===== config.mk =====
export PLATFORM = sky130hd
export DESIGN_NAME = lnb_power_refcount_controller
export DESIGN_NICKNAME = d
export VERILOG_FILES = /design/src/design/lnbpwr_pkg.sv /design/src/design/lnb_power_refcount_controller.sv
export SDC_FILE = /design/constraint.sdc
export NUM_CORES = 1
export LEC_CHECK = 0
export ABC_CLOCK_PERIOD_IN_PS = 9500
export BUFFER_PORTS_ARGS = -buffer_cell sky130_fd_sc_hd__buf_2
export CAP_MARGIN = 10
export CORE_MARGIN = 3
export CORE_UTILIZATION = 50
export DETAILED_ROUTE_END_ITERATION = 7
export GPL_ROUTABILITY_DRIVEN = 0
export PLACE_DENSITY = 0.65
export SYNTH_ARGS = -nofsm -noshare
export SYNTH_HDL_FRONTEND = slang
export SYNTH_SLANG_ARGS = --single-unit

===== constraint.sdc =====
create_clock -name clk -period 9.5 [get_ports clk]
set_input_delay 2.85 -clock clk [delete_from_list [all_inputs] [get_ports clk]]
set_output_delay 2.85 -clock clk [all_outputs]
set_load 0.02 [all_outputs]

===== src/design/lnbpwr_pkg.sv =====
// Shared types and constants for the LNB rail power controller.
// Holds the request and result word layouts, status and rail state codes.
// No dependencies; imported by the controller, the result checker and the testbench.
package lnbpwr_pkg;

	// Requested voltage that selects the high supply level.
	localparam logic [3:0] HIGH_VOLTS = 4'd15;

	// Number of slots that carry marks: receivers 0, 1, 4 and 5.
	localparam int NUM_SLOTS = 4;

	typedef enum logic [2:0] {
		ACT_BEGIN      = 3'd0,
		ACT_COMMIT     = 3'd1,
		ACT_ROLLBACK   = 3'd2,
		ACT_RELEASE    = 3'd3,
		ACT_RECONCILE  = 3'd4,
		ACT_SHUTDOWN   = 3'd5,
		ACT_DISCONNECT = 3'd6
	} action_t;

	typedef enum logic [2:0] {
		ST_OK           = 3'd0,
		ST_INVALID      = 3'd1,
		ST_UNSUPPORTED  = 3'd2,
		ST_DISCONNECTED = 3'd3,
		ST_BUSY         = 3'd4,
		ST_FAILED       = 3'd5
	} status_t;

	typedef enum logic [1:0] {
		RAIL_OFF     = 2'd0,
		RAIL_ON      = 2'd1,
		RAIL_UNKNOWN = 2'd2,
		RAIL_DISC    = 2'd3
	} rail_state_t;

	// Drive outcome codes; any other code is a plain failure.
	localparam logic [1:0] OUTC_OK   = 2'd0;
	localparam logic [1:0] OUTC_DISC = 2'd1;

	// Per-slot reference marks.
	typedef struct packed {
		logic comm_hi;
		logic comm;
		logic pend_hi;
		logic pend;
	} marks_t;

	// Result of one drive attempt on a rail.
	typedef struct packed {
		logic        issued;
		rail_state_t st;
		logic        debt;
		status_t     status;
	} apply_res_t;

	typedef struct packed {
		logic [2:0] action;
		logic [2:0] receiver;
		logic [3:0] voltage;
		logic [1:0] rail_select;
		logic [1:0] first_drive_outcome;
		logic [1:0] second_drive_outcome;
	} in_word_t;

	typedef struct packed {
		logic [2:0] status;
		logic [1:0] drives_issued;
		logic       drive_a_rail;
		logic       drive_a_on;
		logic       drive_b_rail;
		logic       drive_b_on;
		logic [1:0] users_rail_zero;
		logic [1:0] users_rail_one;
		logic [1:0] state_rail_zero;
		logic [1:0] state_rail_one;
		logic       debt_rail_zero;
		logic       debt_rail_one;
	} out_word_t;

endpackage


===== src/design/lnb_power_refcount_controller.sv =====
// Reference-counted power controller for two LNB supply rails.
// Request register, one pass of decision logic, registered result word.
// Depends on lnbpwr_pkg for word layouts and codes.
//
// Usage: a request word (action, receiver, voltage, rail select and the
// outcomes of up to two drive attempts) enters on in_valid/in_stall. Each
// request yields exactly one result word on out_valid/out_stall carrying
// the status, the drive commands issued, the per-rail user counts, the rail
// states and the cleanup debts after the action.
// The accepted word sits in the request register and the decision logic
// loads the result register from it when the pipeline advances.
// Throughput is one word per cycle while out_stall does not hold the
// result register; the rail and slot state is updated as the result is
// registered, so the next request sees it.
// When the receiver stalls, the result register holds and one more request
// is still taken into the request register; in_stall rises only when both
// registers are full and the output is stalled.
// Reset clears all slot marks, puts both rails off with no debt, forbids
// 15 V requests and empties both registers. cfg_wr_en/cfg_wr_data write
// the high-voltage enable and should only be used while the block is idle.
module lnb_power_refcount_controller (
	input  logic                  clk,
	input  logic                  arst_n,
	input  logic                  cfg_wr_en,
	input  logic                  cfg_wr_data,
	input  logic                  in_valid,
	output logic                  in_stall,
	input  lnbpwr_pkg::in_word_t  in_word,
	output logic                  out_valid,
	input  logic                  out_stall,
	output lnbpwr_pkg::out_word_t out_word
);
	import lnbpwr_pkg::*;

	logic        allow_hv_q;
	logic        req_valid_s1;
	in_word_t    req_s1;
	logic        res_valid_q;
	out_word_t   res_q;
	marks_t      marks_q [NUM_SLOTS];
	rail_state_t rail_st_q [2];
	logic [1:0]  rail_debt_q;

	logic        advance;
	marks_t      marks_n [NUM_SLOTS];
	rail_state_t rail_st_n [2];
	logic [1:0]  rail_debt_n;
	status_t     status_n;
	logic [1:0]  n_drv;
	logic [1:0]  drv_rail_n;
	logic [1:0]  drv_on_n;
	out_word_t   res_n;

	// Whether one slot wants its rail powered.
	function automatic logic slot_wants(input marks_t m);
		return m.pend ? m.pend_hi : (m.comm & m.comm_hi);
	endfunction

	// One drive decision for a rail, given its wanted level and the outcome code.
	function automatic apply_res_t apply_rail(input logic want_on, input rail_state_t st,
			input logic debt, input logic [1:0] outc);
		apply_res_t r;
		r.issued = 1'b0;
		r.st     = st;
		r.debt   = debt;
		r.status = ST_OK;
		if (st == RAIL_DISC) begin
			r.status = ST_DISCONNECTED;
		end else if (!((want_on && st == RAIL_ON) ||
				(!want_on && st == RAIL_OFF && !debt))) begin
			r.issued = 1'b1;
			if (outc == OUTC_OK) begin
				r.st   = want_on ? RAIL_ON : RAIL_OFF;
				r.debt = 1'b0;
			end else if (outc == OUTC_DISC) begin
				r.st     = RAIL_DISC;
				r.debt   = 1'b0;
				r.status = ST_DISCONNECTED;
			end else begin
				r.st     = RAIL_UNKNOWN;
				r.debt   = 1'b1;
				r.status = ST_FAILED;
			end
		end
		return r;
	endfunction

	// Pipeline moves when the result register is empty or being taken.
	assign advance   = !res_valid_q || !out_stall;
	assign in_stall  = req_valid_s1 && !advance;
	assign out_valid = res_valid_q;
	assign out_word  = res_q;

	// Decision logic for the request held in the request register.
	always_comb begin
		logic [1:0] slot;
		logic       rail_a;
		logic       rail_b;
		logic       slot_ok;
		logic       do_a;
		logic       retry;
		logic       both;
		logic       want;
		apply_res_t ar_a;
		apply_res_t ar_b;
		logic [1:0] outc_b;

		marks_n     = marks_q;
		rail_st_n   = rail_st_q;
		rail_debt_n = rail_debt_q;
		status_n    = ST_OK;
		n_drv       = 2'd0;
		drv_rail_n  = 2'b00;
		drv_on_n    = 2'b00;
		slot        = {req_s1.receiver[2], req_s1.receiver[0]};
		slot_ok     = !req_s1.receiver[1];
		rail_a      = req_s1.receiver[2];
		rail_b      = rail_a;
		do_a        = 1'b0;
		retry       = 1'b0;
		both        = 1'b0;
		ar_a        = '0;
		ar_b        = '0;
		want        = 1'b0;
		outc_b      = req_s1.first_drive_outcome;

		// Argument checks and mark updates that precede any drive.
		case (action_t'(req_s1.action))
			ACT_BEGIN: begin
				if (!slot_ok || (req_s1.voltage != 4'd0 && req_s1.voltage != HIGH_VOLTS)) begin
					status_n = ST_INVALID;
				end else if (req_s1.voltage == HIGH_VOLTS && !allow_hv_q) begin
					status_n = ST_UNSUPPORTED;
				end else if (rail_st_q[0] == RAIL_DISC || rail_st_q[1] == RAIL_DISC) begin
					status_n = ST_DISCONNECTED;
				end else if (marks_q[slot].pend) begin
					status_n = ST_BUSY;
				end else begin
					marks_n[slot].pend    = 1'b1;
					marks_n[slot].pend_hi = (req_s1.voltage == HIGH_VOLTS);
					do_a  = 1'b1;
					retry = 1'b1;
				end
			end
			ACT_COMMIT: begin
				if (!slot_ok || !marks_q[slot].pend) begin
					status_n = ST_INVALID;
				end else begin
					marks_n[slot].comm_hi = marks_q[slot].pend_hi;
					marks_n[slot].comm    = 1'b1;
					marks_n[slot].pend    = 1'b0;
				end
			end
			ACT_ROLLBACK: begin
				if (!slot_ok || !marks_q[slot].pend) begin
					status_n = ST_INVALID;
				end else begin
					marks_n[slot].pend = 1'b0;
					do_a = 1'b1;
				end
			end
			ACT_RELEASE: begin
				if (!slot_ok) begin
					status_n = ST_INVALID;
				end else begin
					marks_n[slot] = '0;
					do_a = 1'b1;
				end
			end
			ACT_RECONCILE: begin
				rail_a = 1'b0;
				rail_b = 1'b1;
				do_a   = 1'b1;
				both   = 1'b1;
			end
			ACT_SHUTDOWN: begin
				marks_n = '{default: '0};
				rail_a = 1'b0;
				rail_b = 1'b1;
				do_a   = 1'b1;
				both   = 1'b1;
			end
			ACT_DISCONNECT: begin
				if (req_s1.rail_select[1]) begin
					status_n = ST_INVALID;
				end else begin
					rail_st_n[req_s1.rail_select[0]]   = RAIL_DISC;
					rail_debt_n[req_s1.rail_select[0]] = 1'b0;
					marks_n[{req_s1.rail_select[0], 1'b0}] = '0;
					marks_n[{req_s1.rail_select[0], 1'b1}] = '0;
				end
			end
			default: begin
				status_n = ST_INVALID;
			end
		endcase

		// First drive attempt.
		if (do_a) begin
			want = slot_wants(marks_n[{rail_a, 1'b0}]) | slot_wants(marks_n[{rail_a, 1'b1}]);
			ar_a = apply_rail(want, rail_st_n[rail_a], rail_debt_n[rail_a],
				req_s1.first_drive_outcome);
			rail_st_n[rail_a]   = ar_a.st;
			rail_debt_n[rail_a] = ar_a.debt;
			status_n            = ar_a.status;
			if (ar_a.issued) begin
				drv_rail_n[0] = rail_a;
				drv_on_n[0]   = want;
				n_drv         = 2'd1;
				outc_b        = req_s1.second_drive_outcome;
			end
		end

		// A failed begin drops its pending mark and drives the rail back.
		if (retry && ar_a.status != ST_OK) begin
			marks_n[slot].pend = 1'b0;
		end

		// Second drive attempt: retry of a begin, or rail one of a sweep.
		if (both || (retry && ar_a.status != ST_OK)) begin
			want = slot_wants(marks_n[{rail_b, 1'b0}]) | slot_wants(marks_n[{rail_b, 1'b1}]);
			ar_b = apply_rail(want, rail_st_n[rail_b], rail_debt_n[rail_b], outc_b);
			rail_st_n[rail_b]   = ar_b.st;
			rail_debt_n[rail_b] = ar_b.debt;
			if (ar_b.issued) begin
				drv_rail_n[n_drv[0]] = rail_b;
				drv_on_n[n_drv[0]]   = want;
				n_drv                = n_drv + 2'd1;
			end
			if (both) begin
				status_n = (ar_a.status != ST_OK) ? ar_a.status : ar_b.status;
			end else if (ar_b.status == ST_DISCONNECTED) begin
				status_n = ST_DISCONNECTED;
			end
		end

		// Result word, counted after the action.
		res_n.status          = status_n;
		res_n.drives_issued   = n_drv;
		res_n.drive_a_rail    = drv_rail_n[0];
		res_n.drive_a_on      = drv_on_n[0];
		res_n.drive_b_rail    = drv_rail_n[1];
		res_n.drive_b_on      = drv_on_n[1];
		res_n.users_rail_zero = {1'b0, slot_wants(marks_n[0])} +
			{1'b0, slot_wants(marks_n[1])};
		res_n.users_rail_one  = {1'b0, slot_wants(marks_n[2])} +
			{1'b0, slot_wants(marks_n[3])};
		res_n.state_rail_zero = rail_st_n[0];
		res_n.state_rail_one  = rail_st_n[1];
		res_n.debt_rail_zero  = rail_debt_n[0];
		res_n.debt_rail_one   = rail_debt_n[1];
	end

	// Configuration register.
	always_ff @(posedge clk or negedge arst_n) begin
		if (!arst_n) begin
			allow_hv_q <= 1'b0;
		end else if (cfg_wr_en) begin
			allow_hv_q <= cfg_wr_data;
		end
	end

	// Request register.
	always_ff @(posedge clk or negedge arst_n) begin
		if (!arst_n) begin
			req_valid_s1 <= 1'b0;
		end else if (!in_stall) begin
			req_valid_s1 <= in_valid;
		end
	end

	always_ff @(posedge clk) begin
		if (!in_stall && in_valid) begin
			req_s1 <= in_word;
		end
	end

	// Result register and state update, both taken when the request advances.
	always_ff @(posedge clk or negedge arst_n) begin
		if (!arst_n) begin
			res_valid_q <= 1'b0;
			rail_debt_q <= 2'b00;
			marks_q     <= '{default: '0};
			rail_st_q   <= '{default: RAIL_OFF};
		end else if (advance) begin
			res_valid_q <= req_valid_s1;
			if (req_valid_s1) begin
				marks_q     <= marks_n;
				rail_st_q   <= rail_st_n;
				rail_debt_q <= rail_debt_n;
			end
		end
	end

	always_ff @(posedge clk) begin
		if (advance && req_valid_s1) begin
			res_q <= res_n;
		end
	end

`ifndef NO_ASSERTIONS
	// The input side only backs up when both registers are full and stalled.
	a_stall_only_when_full: assert property (@(posedge clk) disable iff (!arst_n)
		in_stall |-> (req_valid_s1 && res_valid_q && out_stall))
		else $error("input stalled while the pipeline has room");

	// Drive fields stay zero when no drive was issued.
	a_unused_drives_zero: assert property (@(posedge clk) disable iff (!arst_n)
		(res_valid_q && res_q.drives_issued == 2'd0) |->
		(!res_q.drive_a_rail && !res_q.drive_a_on && !res_q.drive_b_rail && !res_q.drive_b_on))
		else $error("drive fields set with no drive issued");

	// A cleanup debt exists only on a rail left in the unknown state.
	a_debt_implies_unknown: assert property (@(posedge clk) disable iff (!arst_n)
		(!rail_debt_q[0] || rail_st_q[0] == RAIL_UNKNOWN) &&
		(!rail_debt_q[1] || rail_st_q[1] == RAIL_UNKNOWN))
		else $error("rail debt without unknown state");

	// Rail zero, once disconnected, stays disconnected until reset.
	a_disc_sticky: assert property (@(posedge clk) disable iff (!arst_n)
		$past(rail_st_q[0] == RAIL_DISC) |-> rail_st_q[0] == RAIL_DISC)
		else $error("rail zero left the disconnected state");

	// At most two drives come from one request.
	a_drive_count: assert property (@(posedge clk) disable iff (!arst_n)
		res_valid_q |-> res_q.drives_issued != 2'd3)
		else $error("more than two drives reported");
`endif

endmodule


==> metrics.txt <==
vias in the first global route=3612; TritonCTS buffer count=9; starting density of the core=51.79%; Die Area=9699 um^2; placed instance count=603; Slew @ Worst Pin=1.110 ns; wire per inst=18.54 um; Tcrit/Tclk final=64.26%; CP dominant cell by count=buf_2; Clock transition at path regs=0.06 ns; Crit path max-delay family=buffers and inverters; hold wc startpoint=marks_q[14]; status=finished clean; worst r2r src=req_s1[15]; final WL=11480 um; DRT Pass-1 Iters=6; Worst Path Arrival=3.25 ns; die height=98.49 um; Critical Path, Cell by Cell=buf_2, nand3_1, inv_1, buf_2; required time of the worst setup path=6.65 ns; setup bufs post-CTS=0; Hold WC Path Type=flip-flop to flip-flop; H-tree depth=3; Die Width=98.49 um; root buffer cell=clkbuf_8; Critical Path Source Type=input port; warnings from Yosys=0; antenna violations before repair=0; slowest CP cell=buf_2; min cycle time layout=6.105 ns; max_cap viols=0; Setup crit start=out_stall; Post-synth EDFFs=35; vias after detailed routing=4029; Syn Inst Count=472; Max transition margin=25.04%; async set or reset register ratio after synthesis=41.67%; # fillers=769; global-route wire length before repair=18650 um; commonest non-fill, non-tap cell in the layout=nand2_1; Avg Cell Area, Syn=9.061 um^2; area grow syn2layout=10.01%; Max stage delay on crit path=0.15 ns; total core area=8258 um^2; NumNets Final=533; r2r setup slk=4.23 ns; mapped cell area=4277 um^2; TritonCTS sink count=60; FF+latch count, synth=60; Antenna diodes=0; antenna viol nets, final=0; # rows=33; fin util=56.97%; VDD IR max=0.00007522 V; Leak Pwr=1.837 nW; final hold vios=0; final HPWL from detailed placement=8589 um; clock tree buffer depth=2; initial drt markers=500; max-slew violation count=0; DRC Markers=0; CTS tree=done; Bufs and invs on worst path=3; CP max FO=3; grt total ovfl=0; most frequent cells in the layout=nand2_1 (60), o21ai_0 (44), nor2_1 (42), buf_2 (42), edfxtp_1 (35); worst skew pair latency=0.35 ns; most common flop cell mapped by yosys=edfxtp_1; Finished Layout Cells=619; Fmax achieved=163.8 MHz; final setup margin=3.395 ns; CP Class=input port to output port; drt via density=6.509; port bufs=42; RSZ-0062 raised after global routing=no; gr usage total=23.89%; largest net degree at the start of global routing=29; share of layout cells above drive strength 1=17.51%; distinct cell type count after synthesis=83; Worst Setup End Kind=output port; Hold Buf Count CTS=0; IO Count=43; sequential share of the synthesized area=39.20%; setup TNS=0 ns; clock skew=0.01043 ns; P per Cell Area=179.3 nW/um^2; Syn Nets=496; Final setup viols=0; post_cts resized=0; dpl ws=3.394 ns
[cells in the mapped netlist (7+ instances only)]
cell type,count,area [um^2]
nand2_1,60,225.2
o21ai_0,44,220.2
nor2_1,42,157.7
edfxtp_1,35,1051
dfrtp_1,25,625.6
a21oi_1,21,105.1
inv_1,17,63.81
nor3_1,14,70.07
clkbuf_1,13,48.80
o211ai_1,11,82.58
o22ai_1,11,68.82
mux2i_1,10,100.1
nand3_1,10,50.05
and2_1,8,50.05
nand2b_1,8,50.05
nor2b_1,7,43.79
[layout make-up]
| type | count | area [um^2] | area share [%] |
|---|---|---|---|
| clock buffers | 13 | 138.9 | 2.952 |
| clock inverters | 3 | 15.01 | 0.3191 |
| inverters | 17 | 63.81 | 1.356 |
| multi-input cells | 376 | 2446 | 51.99 |
| flip-flops and latches | 60 | 1677 | 35.64 |
| well taps | 105 | 131.4 | 2.793 |
| repair buffers | 45 | 232.7 | 4.947 |
[cells by family (layout without fill, tap and decap cells)]
kind of cell / count (synthesis) / in the layout / share of synthesized area (%)
simple gates: 187 / 187 / 22.73
compound gates: 162 / 162 / 26.89
flops: 60 / 60 / 39.20
buf+inv: 36 / 78 / 3.598
mux: 21 / 21 / 6.173
xor+xnor: 4 / 4 / 0.8193
fa+ha+maj: 2 / 2 / 0.5850
[final timing paths]
kind                                   to  cells past startpoint
setup / recovery                 in_stall                      4
hold / removal                marks_q[14]                      2
setup reg to reg             out_word[18]                     12
hold reg to reg               marks_q[14]                      2
max in group asynchronous  rail_debt_q[1]                      1
min in group asynchronous  rail_debt_q[0]                      1
[registers in the layout, indices dropped and copies added (netlist names)]
| register | flops |
|---|---|
| out_word | 19 |
| req_s1 | 16 |
| rail_debt_q | 2 |
| marks_q | 16 |
| out_valid | 1 |
| rail_st_q | 4 |
| allow_hv_q | 1 |
| req_valid_s1 | 1 |
[report_power, final]
group	total (W)	switching, W	internal, W
combinational	0.000310	0.000201	0.000109
sequential	0.000340	0.0000284	0.000312
clock	0.000193	0.0000998	0.0000936
[through the flow]
step	hold WS (ns)	power [W]	cell area, um^2
2_1_floorplan	0.4601	0.0005659	4277
3_3_place_gp	0.4754	0.0006408	4551
3_5_place_dp	0.4884	0.0006446	4551
4_1_cts	0.5028	0.0008374	4705
5_1_grt	0.5165	0.0008918	4705
6_report	0.5110	0.0008434	4705
[routing by layer]
metal | track usage (%) | vias to the layer above | routed length [um]
met5 | 0 | - | 0
met4 | 6.197 | 0 | 180
met1 | 37.12 | 1918 | 5367
li1 | - | 1889 | -
met3 | 5.662 | 20 | 1001
met2 | 33.39 | 202 | 4927
[worst register-to-register path, delay by kind of cell, from the launching register on]
kind            cells  cell delay (ns)
simple gates        6             1.94
compound gates      5             1.72
flops               1             0.83
mux                 1             0.51
(Power assumes the default switching activity.)
